$ cat src/iae_pkg.sv
// ----------------------------------------------------------------------------
// iae_pkg: shared types and codes for the bounded indexed array
// Request, response and internal command formats, request kinds and status
// codes used by the front end, the command queue and the execution back end.
// ----------------------------------------------------------------------------
package iae_pkg;

  // Request kinds.
  localparam logic [2:0] KIND_READ        = 3'd0;
  localparam logic [2:0] KIND_WRITE       = 3'd1;
  localparam logic [2:0] KIND_APPEND      = 3'd2;
  localparam logic [2:0] KIND_REMOVE_LAST = 3'd3;
  localparam logic [2:0] KIND_INSERT      = 3'd4;
  localparam logic [2:0] KIND_ERASE       = 3'd5;
  localparam logic [2:0] KIND_CLEAR       = 3'd6;
  localparam logic [2:0] KIND_RESIZE      = 3'd7;

  // Result status codes.
  localparam logic [2:0] STAT_OK        = 3'd0;
  localparam logic [2:0] STAT_BAD_INDEX = 3'd1;
  localparam logic [2:0] STAT_FULL      = 3'd2;
  localparam logic [2:0] STAT_EMPTY     = 3'd3;
  localparam logic [2:0] STAT_TOO_LARGE = 3'd4;

  typedef struct packed {
    logic [2:0]  kind;
    logic [5:0]  index;
    logic [63:0] value;
    logic [6:0]  new_length;
  } iae_req_t;

  typedef struct packed {
    logic [63:0] read_value;
    logic [6:0]  length;
    logic [2:0]  status;
  } iae_resp_t;

  // A classified request as it sits in the command queue.
  typedef struct packed {
    logic [2:0]  kind;
    logic        chk_lt;     // index must be below the length
    logic        chk_le;     // index must not exceed the length
    logic        need_room;  // request adds an entry
    logic        need_item;  // request removes the last entry
    logic        size_bad;   // requested length exceeds the capacity
    logic [5:0]  index;
    logic [63:0] value;
    logic [6:0]  new_length;
  } iae_cmd_t;

endpackage

$ cat src/iae_front.sv
// ----------------------------------------------------------------------------
// iae_front: request classifier
// Accepts requests while the command queue has room and turns each one into
// a command carrying the checks that the back end must apply.
// ----------------------------------------------------------------------------
module iae_front #(
  parameter int CAPACITY = 64
) (
  input  logic              in_valid,
  output logic              in_stall,
  input  iae_pkg::iae_req_t in_req,
  input  logic              q_full,
  output logic              push,
  output iae_pkg::iae_cmd_t push_cmd
);
  import iae_pkg::*;

  assign in_stall = q_full;
  assign push     = in_valid && !q_full;

  always_comb begin
    push_cmd            = '0;
    push_cmd.kind       = in_req.kind;
    push_cmd.index      = in_req.index;
    push_cmd.value      = in_req.value;
    push_cmd.new_length = in_req.new_length;
    unique case (in_req.kind) inside
      KIND_READ, KIND_WRITE, KIND_ERASE: begin
        push_cmd.chk_lt = 1'b1;
      end
      KIND_APPEND: begin
        push_cmd.need_room = 1'b1;
      end
      KIND_INSERT: begin
        push_cmd.chk_le    = 1'b1;
        push_cmd.need_room = 1'b1;
      end
      KIND_REMOVE_LAST: begin
        push_cmd.need_item = 1'b1;
      end
      KIND_RESIZE: begin
        push_cmd.size_bad = 32'(in_req.new_length) > 32'(CAPACITY);
      end
      default: begin
      end
    endcase
  end

endmodule

$ cat config.mk
export PLATFORM = sky130hd
export DESIGN_NAME = iae_front
export DESIGN_NICKNAME = d
export VERILOG_FILES = /design/src/iae_pkg.sv /design/src/iae_front.sv
export SDC_FILE = /design/constraint.sdc
export NUM_CORES = 1
export LEC_CHECK = 0
export ABC_AREA = 1
export BUFFER_PORTS_ARGS = -buffer_cell sky130_fd_sc_hd__clkbuf_2
export CORE_AREA = 2 2 65 67
export DETAILED_ROUTE_END_ITERATION = 10
export DIE_AREA = 0 0 67 69
export PLACE_DENSITY = 0.68
export REMOVE_ABC_BUFFERS = 1
export SYNTH_ARGS = -nofsm -noshare
export SYNTH_HDL_FRONTEND = slang
export SYNTH_SLANG_ARGS = --single-unit
$ cat constraint.sdc
create_clock -name vclk -period 0.8
set_input_delay 0 -clock vclk [all_inputs]
set_output_delay 0 -clock vclk [all_outputs]
set_load 0.01 [all_outputs]
* Word level (Yosys, flattened, before mapping)
Index checks and enable logic that the tools add are counted.
Widths: inputs -> output; s select.
** Operators by class
- $lt $le $gt $ge :: 1
- Equal/unequal tests :: 6
- Mux-type cells :: 5
- Reductions and logical operators :: 5
** Operators by type and width (count)
- $eq 3x3->1 const B :: 3
- $gt 7x7->1 const B :: 1
- $eq 3x2->1 const B :: 2
- $mux 1 :: 5
- $eq 3x1->1 const B :: 1
- $logic_not 3->1 :: 1
- $reduce_or 3->1 :: 1
- $reduce_or 2->1 :: 1
- $logic_and 1x1->1 :: 1
- $logic_not 1->1 :: 1
** Word-level totals
- Register bits after elaboration :: 0
- Input bits :: 82
- Output and inout bits :: 87
- Logic and storage cells :: 17

* Depth between registers and ports, before layout
- Depth after elaboration :: 3
- Depth in mapped cells :: 4
- Gate-level depth less buffers :: 4

* Least setup slack after synthesis
OpenSTA, ideal clock, no wires.
- Kind :: input to output
- Start :: input in_req[77] (netlist bit)
- End :: output push_cmd[79] (netlist bit)
- Arrival :: 0.399 ns
- Required time :: 0.800 ns
- Path slack :: 0.401 ns
- Stages :: 3
- Buffers on the path :: 0
- Cells stage by stage :: inv_1 -> nand2_1 -> o21ai_0
** RTL lines
- from (decl) :: RTL line iae_front.sv:11 : input iae_pkg::iae_req_t in_req,
- to (decl) :: RTL line iae_front.sv:14 : output iae_pkg::iae_cmd_t push_cmd

==> flow_summary.json <==
{
  "endpoint_kind": "output port",
  "yosysMostFrequentCell": "buf_4",
  "max_stage_delay_ns": 0.16,
  "die_x_um": 67,
  "critPathRequiredTime_ns": 0.80,
  "synth_commonest_cells": "81 x buf_4, 7 x nor2_1, 5 x nand2_1",
  "design.seq.count": 0,
  "regArea_um2": 0,
  "grt_max_degree": 8,
  "port_buffers": 29,
  "holdPathStages": 0,
  "worst-path-stages": 5,
  "cts_resized": 0,
  "crit_type": "in -> out",
  "rows": 23,
  "vias": 418,
  "die_y_um": 69,
  "nClkBuffers": 0,
  "p_per_area_mw_per_mm2": 465,
  "n_antenna_cell": 0,
  "dieArea_mm2": 0.00462,
  "synth_top_area_cell": "buf_4",
  "final_nets": 132,
  "maxCapViolCount": 0,
  "dpl-instance-area_um2": 287,
  "fmax_mhz": 1690,
  "postLayoutCellArea_um2": 287,
  "hold_buffers": 0,
  "critPathBufInv": 3,
  "crit_path_start": "in_req[77]",
  "synthSimpleGateAreaFrac_pct": 8.38,
  "wl_um": 6850,
  "netlist_instances": 100,
  "arrival_ns": 0.59,
  "grt_usage_pct": 28.5,
  "finalHoldViolations": 0,
  "synth_top_family_by_area": "buffers and inverters",
  "fillers": 484,
  "avgSynthCellArea_um2": 6.87,
  "netlist.area_leader.share_pct": 88.5,
  "synthMuxAreaShare_pct": 0,
  "totalNegativeSetupSlack_ns": 0,
  "status": "finished clean",
  "dpl.cell_count": 98,
  "yosys-top-cells-area": "buf_4 89%, nor2_1 3.8%, nand2_1 2.7%",
  "io_pins": 169,
  "min_to": "push_cmd[40]",
  "path_delay_family": "buffers and inverters",
  "hp-start": "in_req[40]",
  "antenna_found_initial": 0,
  "drive_gt1_share_pct": 60.4,
  "worst_slew_pin_slew_ns": 0.157,
  "finalNonFillerCells": 98,
  "ys_seq_area_share_pct": 0,
  "p_leak_nw": 0.170,
  "slowest_stage": "o21ai_0",
  "coreArea_mm2": 0.00391,
  "post_drt_wl_per_cell_um": 69.9,
  "initial_core_util_pct": 17.6,
  "min_period_ns": 0.593,
  "ant_nets": 0,
  "slew_headroom_pct": 89.4,
  "post_cts_buffers": 0,
  "synthAdderAreaFrac_pct": 0,
  "syn_area_um2": 687,
  "syn2layout_area_growth_pct": -58.3,
  "synth-xor-area-share_pct": 0,
  "ir_worst_vdd_v": 0.000122,
  "drv_slew": 0,
  "crit_top_cell": "clkbuf_2",
  "setup_violations": 0,
  "yosysWarningCount": 0,
  "hold_class": "in -> out",
  "place.gp.congestion": 1.19,
  "rsz0062_at_grt": "no",
  "path_cells": "clkbuf_2 -> inv_1 -> nand2_1 -> o21ai_0 -> clkbuf_2",
  "critPathMaxFanout": 4,
  "grt_pass1_wl_um": 7620,
  "synth_cell_types": 8,
  "finalCritPeriodShare_pct": 74.1,
  "firstDrtPassIters": 3,
  "drtIter0Drc": 11,
  "critPathLaunchType": "input pin",
  "synth_compound_area_share_pct": 1.46,
  "avgViaCountPerCell": 4.27,
  "grt_pass1_vias": 325,
  "gr-total-overflow": 0,
  "drc": 0
}
==> layout make-up <==
class              instances  area [um^2]  area share (%)
repair buffers            29          145            50.7
well taps                 50         62.6            21.8
inverters                  3         11.3            3.93
multi-input cells         16         67.6            23.6
==> routing by layer <==
metal  track usage, %  vias to the layer above  share of wire, %
met5             6.25                        -              0.60
met2             55.2                      167                56
met4             2.04                        2              0.93
li1                 -                      117                 -
met1             6.00                      130               7.8
met3             48.0                        2                35
==> worst max path at each step <==
stage / to / slack (ns)
floorplan: push_cmd[79] / 0.40
global placement: push_cmd[77] / 0.26
detailed placement: push_cmd[79] / 0.21
CTS: push_cmd[79] / 0.21
global route: push_cmd[79] / 0.09
finish: push_cmd[79] / 0.21
==> power by group <==
group | internal, W | switching (W) | total [W]
logic | 0.0000583 | 0.0000750 | 0.000133
clock network | 0 | 0 | 0
registers | 0 | 0 | 0
==> kinds of logic (layout without fill, tap and decap cells) <==
family | Yosys count | in the layout
AND/OR/NAND/NOR | 14 | 14
AO/OA/AOI/OAI | 2 | 2
buffers and inverters | 84 | 32
==> placed cells by master (no fill, tap or decap), drive strengths merged <==
cell type,synthesis,layout
a21oi,1,1
o21ai,1,1
nand3,1,1
clkbuf,0,29
nand2,5,5
nand3b,1,1
nor2,7,7
inv,3,3
==> stage by stage <==
stage,setup slack [ns],hold slack [ns],util [%],total power [W]
floorplan,0.401,0,-,0.0000286
global placement,0.256,0.000423,7.32,0.000131
detailed placement,0.212,0.000423,7.32,0.000133
CTS,0.208,0.000423,7.32,0.000134
global route,0.0901,0.000109,7.32,0.000150
finish,0.207,0.000124,7.32,0.000133
Power figures use the tool's default switching activity.
