File: config.mk
export PLATFORM = sky130hd
export DESIGN_NAME = iae_queue
export DESIGN_NICKNAME = d
export VERILOG_FILES = /design/src/iae_pkg.sv /design/src/iae_queue.sv
export SDC_FILE = /design/constraint.sdc
export NUM_CORES = 1
export LEC_CHECK = 0
export BUFFER_PORTS_ARGS = -buffer_cell sky130_fd_sc_hd__buf_4
export CORE_MARGIN = 2
export CORE_UTILIZATION = 49
export DETAILED_ROUTE_END_ITERATION = 16
export PLACE_DENSITY = 0.82
export SLEW_MARGIN = 20
export SYNTH_ARGS = -nofsm -noshare
export SYNTH_HDL_FRONTEND = slang
export SYNTH_SLANG_ARGS = --single-unit
File: constraint.sdc
create_clock -name clk -period 13.42 [get_ports clk]
set_clock_uncertainty 0.1 [all_clocks]
set_input_delay 2.684 -clock clk [delete_from_list [all_inputs] [get_ports clk]]
set_output_delay 2.684 -clock clk [all_outputs]
set_load 0.03 [all_outputs]
File: src/iae_pkg.sv
// ----------------------------------------------------------------------------
// iae_pkg: shared types and codes for the bounded indexed array
// Request, response and internal command formats, request kinds and status
// codes used by the front end, the command queue and the execution back end.
// ----------------------------------------------------------------------------
package iae_pkg;

  // Request kinds.
  localparam logic [2:0] KIND_READ        = 3'd0;
  localparam logic [2:0] KIND_WRITE       = 3'd1;
  localparam logic [2:0] KIND_APPEND      = 3'd2;
  localparam logic [2:0] KIND_REMOVE_LAST = 3'd3;
  localparam logic [2:0] KIND_INSERT      = 3'd4;
  localparam logic [2:0] KIND_ERASE       = 3'd5;
  localparam logic [2:0] KIND_CLEAR       = 3'd6;
  localparam logic [2:0] KIND_RESIZE      = 3'd7;

  // Result status codes.
  localparam logic [2:0] STAT_OK        = 3'd0;
  localparam logic [2:0] STAT_BAD_INDEX = 3'd1;
  localparam logic [2:0] STAT_FULL      = 3'd2;
  localparam logic [2:0] STAT_EMPTY     = 3'd3;
  localparam logic [2:0] STAT_TOO_LARGE = 3'd4;

  typedef struct packed {
    logic [2:0]  kind;
    logic [5:0]  index;
    logic [63:0] value;
    logic [6:0]  new_length;
  } iae_req_t;

  typedef struct packed {
    logic [63:0] read_value;
    logic [6:0]  length;
    logic [2:0]  status;
  } iae_resp_t;

  // A classified request as it sits in the command queue.
  typedef struct packed {
    logic [2:0]  kind;
    logic        chk_lt;     // index must be below the length
    logic        chk_le;     // index must not exceed the length
    logic        need_room;  // request adds an entry
    logic        need_item;  // request removes the last entry
    logic        size_bad;   // requested length exceeds the capacity
    logic [5:0]  index;
    logic [63:0] value;
    logic [6:0]  new_length;
  } iae_cmd_t;

endpackage

File: src/iae_queue.sv
// ----------------------------------------------------------------------------
// iae_queue: two-entry command queue
// Decouples the request classifier from the execution back end.
// ----------------------------------------------------------------------------
module iae_queue (
  input  logic              clk,
  input  logic              rst_n,
  input  logic              push,
  input  iae_pkg::iae_cmd_t push_cmd,
  output logic              full,
  input  logic              pop,
  output logic              head_valid,
  output iae_pkg::iae_cmd_t head
);
  import iae_pkg::*;

  iae_cmd_t   slot_r [2];
  logic [1:0] fill_r, fill_nxt;
  logic       wr_ptr_r, rd_ptr_r;

  assign full       = fill_r == 2'd2;
  assign head_valid = fill_r != 2'd0;
  assign head       = slot_r[rd_ptr_r];

  always_comb begin
    fill_nxt = fill_r;
    if (push && !pop) begin
      fill_nxt = fill_r + 2'd1;
    end else if (pop && !push) begin
      fill_nxt = fill_r - 2'd1;
    end
  end

  always_ff @(posedge clk) begin
    if (!rst_n) begin
      fill_r   <= 2'd0;
      wr_ptr_r <= 1'b0;
      rd_ptr_r <= 1'b0;
    end else begin
      fill_r <= fill_nxt;
      if (push) begin
        wr_ptr_r <= !wr_ptr_r;
      end
      if (pop) begin
        rd_ptr_r <= !rd_ptr_r;
      end
    end
  end

  always_ff @(posedge clk) begin
    if (push) begin
      slot_r[wr_ptr_r] <= push_cmd;
    end
  end

endmodule

* After elaboration in Yosys (flattened, before gate mapping)
Memories as Yosys holds them, arrays and structs flattened. A register that Yosys moved wholly into a read port is not among the register bits.
Index checks and enable logic that the tools add are counted.
** Word-level totals
- Register bits :: 4
- RAM bits :: 170
- Bits of input ports :: 89
- Output and inout bits :: 87
- Logic and storage cells :: 21
- Memories :: 1
** Operators by class
- $add $sub $neg :: 2
- Equal/unequal tests :: 1
- Muxes and demuxes :: 6
- Reduce and logical (&&, ||, !) cells :: 8
** Memory list
- slot_r :: depth 2, width 85, rd ports 1, clocked after memory_dff 1, write ports 1, RTL line iae_queue.sv:17 : iae_cmd_t slot_r [2];
** Operators with widths (count)
- $logic_not 1->1 :: 4
- $mux 1 :: 4
- $mux 2 :: 2
- $reduce_bool 2->1 :: 2
- $add 2x1->2 const B :: 1
- $eq 2x2->1 const B :: 1
- $logic_and 1x1->1 :: 2
- $sub 2x1->2 const B :: 1

* Logic depth before layout (Yosys ltp)
- Depth after elaboration :: 4
- Gate-level depth with buffers :: 5
- Depth with buffers taken out :: 5

* Worst setup path after synthesis
No wires, ideal clock.
- Path type :: input-to-reg
- From :: input push
- To :: memory slot_r[0][0] (netlist bit) (enable)
- Setup time :: 0.540 ns
- Arrival time :: 6.426 ns
- Data required time :: 12.780 ns
- Slack :: 6.354 ns
- Stages on the path :: 1
- Path through :: nor2b_1
** On the way
- Longest elaborated chain between the ends :: 2
** Ends and longest elaborated chain
- start, declared :: RTL line iae_queue.sv:8 : input logic push,
- $mux 1 :: RTL line iae_queue.sv:51 : if (push) begin
- $mux 1 (implied by the code) :: RTL line iae_queue.sv:52 : slot_r[wr_ptr_r] <= push_cmd;
- end, declared :: RTL line iae_queue.sv:17
No other way between the ends.

==> implementation parameters <==
Parameter                              Value

Critical path
  Crit path capture type ... output pin
  Cell family with the largest share of critical-path delay ... flip-flops
  Crit-path slowest cell ... sky130_fd_sc_hd__dfxtp_4
  Crit path DAT ... about 2000 ps
  Crit-path cells ... buf_16 > mux2_1 > buf_4
  Element type at the critical path start ... register
  Class of the most critical setup path ... reg -> out
  Highest cell delay on the worst timing path ... between 600 and 700 ps
  Buffers and inverters on the worst path ... 2
  Register-to-register setup slack ... approximately 12000 ps
  Data required time of the critical path ... ~11000 ps
  Maximum fanout along the worst path ... 52

CTS
  Sinks on Clock Net ... roughly 180
  Clock-pin transition on the worst setup and hold timing paths ... around 60 ps
  CTS tree ... built
  # Post-CTS Setup Buffers ... 0
  TritonCTS buffer count ... 17
  Longest Clk Path Bufs ... 2
  Clock latency on the worst-skew pair ... 410 ps
  CTS Root Cell ... sky130_fd_sc_hd__clkbuf_16
  Hold buffers post-CTS ... 0
  Htree depth ... 4
  Resized cells post-CTS ... 0

Detailed routing
  Mean routed wirelength per cell ... about 17 um
  Pre-Repair DR Iteration Count ... 5
  Post-route DRC violation count ... 0
  Wire length reported by the detailed router ... roughly 11000 um
  Vias per cell ... ~5
  Number of antenna-violating nets in the routed design ... 0
  Initial detailed-routing violation count ... between 150 and 200
  Count of vias placed by the detailed router ... roughly 3300

Timing
  Number of max-slew violations in the final report ... 0
  Setup repair after global routing missed its margin ... no
  Fin crit share ... 35.63%
  Peak Freq ... approximately 210 MHz
  Minimum clock period ... about 4800 ps
  Setup_tns ... 0 ps
  Max-Slew Margin vs Limit ... a little under 60%
  Hold Vio Cnt, Final ... 0
  Minimum setup slack in the final design ... roughly 8600 ps
  Number of setup violations in the final report ... 0
  Actual transition at the worst max-transition pin ... approximately 620 ps

Floorplan
  Core region area ... between 10000 and 15000 um2
  Starting density of the core ... about half
  Floorplan die area ... between 10000 and 15000 um2
  Top Ports ... between 150 and 200
  Die boundary width ... about 120 um
  Cell Rows ... between 40 and 50
  Height of the chip ... about 120 um

Synthesis
  Post-Syn Area per Cell ... around 22 um2
  Post-synth design cell area ... about 6400 um2
  Sequential-to-total area share from yosys stat ... between 80% and 90%
  Post-Syn Instances ... around 290
  Count of state elements after synthesis ... approximately 180
  Count of yosys warnings during synthesis ... 0
  Post-Syn Nets ... between 300 and 400
  Distinct cell type count after synthesis ... 18

GRT
  Global Route Usage Sum ... approximately 17%
  Initial antenna violation count ... 0
  Wire length of the first global-routing pass ... roughly 18000 um
  Number of global-route vias before repair ... between 3000 and 4000
  Maximum number of pins on one net before global-route repair ... 86
  Total grt overflow ... 0

Placement
  Port Buf Inserts ... between 150 and 200
  Post-placement worst setup slack ... ~9000 ps
  Global placement routability congestion ... ~0.7
  Final HPWL DP ... between 7000 and 8000 um

Finish
  Commonest cells after routing, fill and taps aside ... 177 x sky130_fd_sc_hd__buf_4, 170 x sky130_fd_sc_hd__edfxtp_1, 50 x sky130_fd_sc_hd__mux2_1
  Fraction of final layout cells with drive strength greater than 1 ... approximately half
  Filler cell count in the final layout ... 886
  Total Nets Final ... 565
  Post-synthesis to final-layout area growth ... 33.25%
  Ant. Diodes ... 0
  Commonest non-fill, non-tap cell in the layout ... sky130_fd_sc_hd__buf_4

Power
  Largest voltage drop on the vdd net ... 0.09227 mV
  Power per cell area ... 153.6 nW/um2
  Leakage dissipation ... roughly 3.2 nW

Hold path
  Class of the tightest hold or removal check ... reg -> reg

Job
  Number of maximum-capacitance violations ... 0

Run status
  Status ... completed
[power by group]
part           internal, mW  switching, mW
logic                0.0771          0.101
clock network         0.290          0.190
registers             0.632         0.0111
[tightest hold or removal path, cell delays in order, from the launching register on]
cell and delay, ps:
sky130_fd_sc_hd__dfxtp_1 330, sky130_fd_sc_hd__o21ai_0 70, sky130_fd_sc_hd__a21boi_1 60
[per-stage QoR]
step / power (mW) / instance area, um2 / cells / utilization (%) / hold slack, ps
6_report: 1.301 / 8474 / 660 / 66.88 / 413.9
3_5_place_dp: 0.8330 / 7866 / 627 / 62.08 / 411.8
2_1_floorplan: 0.7600 / 6360 / 286 / - / 360.6
3_3_place_gp: 0.8278 / 7839 / 626 / 61.86 / 376.2
5_1_grt: 1.346 / 8474 / 660 / 66.88 / 460.5
4_1_cts: 1.312 / 8447 / 659 / 66.66 / 422.3
[metal layers]
layer / up-vias / global-route usage, % / routed length, um
li1: 1511 / - / -
met4: 0 / 7.907 / 243
met3: 22 / 6.105 / 770
met5: - / 0 / 0
met1: 1600 / 19.54 / 4485
met2: 121 / 27.58 / 5636
[sequential cells by signal, summed over array words and instances, names as in the netlist, named ones only]
| signal | flops |
|---|---|
| fill_r | 2 |
| slot_r | 170 |
| rd_ptr_r | 1 |
| wr_ptr_r | 1 |
[synth_stat cells]
library cell / count / area share [%]
sky130_fd_sc_hd__edfxtp_1: 170 / 80
sky130_fd_sc_hd__mux2_1: 50 / 8.9
sky130_fd_sc_hd__mux2_2: 35 / 6.2
sky130_fd_sc_hd__buf_6: 5 / 0.89
sky130_fd_sc_hd__dfxtp_1: 5 / 1.6
sky130_fd_sc_hd__and2_1: 4 / 0.39
sky130_fd_sc_hd__buf_2: 3 / 0.24
sky130_fd_sc_hd__nor2b_1: 3 / 0.30
sky130_fd_sc_hd__xor2_1: 2 / 0.28
sky130_fd_sc_hd__a21boi_1: 1 / 0.12
sky130_fd_sc_hd__buf_4: 1 / 0.12
sky130_fd_sc_hd__ha_1: 1 / 0.20
sky130_fd_sc_hd__inv_1: 1 / 0.059
sky130_fd_sc_hd__o21a_1: 1 / 0.12
sky130_fd_sc_hd__o21ai_0: 1 / 0.079
sky130_fd_sc_hd__or2_2: 1 / 0.098
sky130_fd_sc_hd__or3_1: 1 / 0.098
sky130_fd_sc_hd__xnor2_1: 1 / 0.14
[final cells by class]
cell class | instances | area (um2) | share of cell area [%]
clock inverters | 12 | 143.9 | 1.698
repair buffers | 179 | 1384 | 16.33
clock buffers | 20 | 436.7 | 5.153
flip-flops and latches | 175 | 5209 | 61.46
multi-input cells | 101 | 1082 | 12.77
inverters | 1 | 3.754 | 0.04429
well taps | 172 | 215.2 | 2.539
[cell families after synthesis]
kind of cell | count (synthesis) | synth area share [%]
compound gates | 3 | 0.3148
xor+xnor | 3 | 0.4132
fa+ha+maj | 1 | 0.1967
buf+inv | 10 | 1.298
flops | 175 | 81.84
mux | 85 | 15.05
simple gates | 9 | 0.8854
[path summary, 6_finish.rpt]
kind	from	end	cells past startpoint
worst min register to register	fill_r[1]	fill_r[1]	2
worst max register to register	wr_ptr_r	slot_r[1][82]	2
worst min-delay path	fill_r[1]	fill_r[1]	2
worst max-delay path	register	head[67]	3
Note: power is estimated with default switching activity, not from simulation.
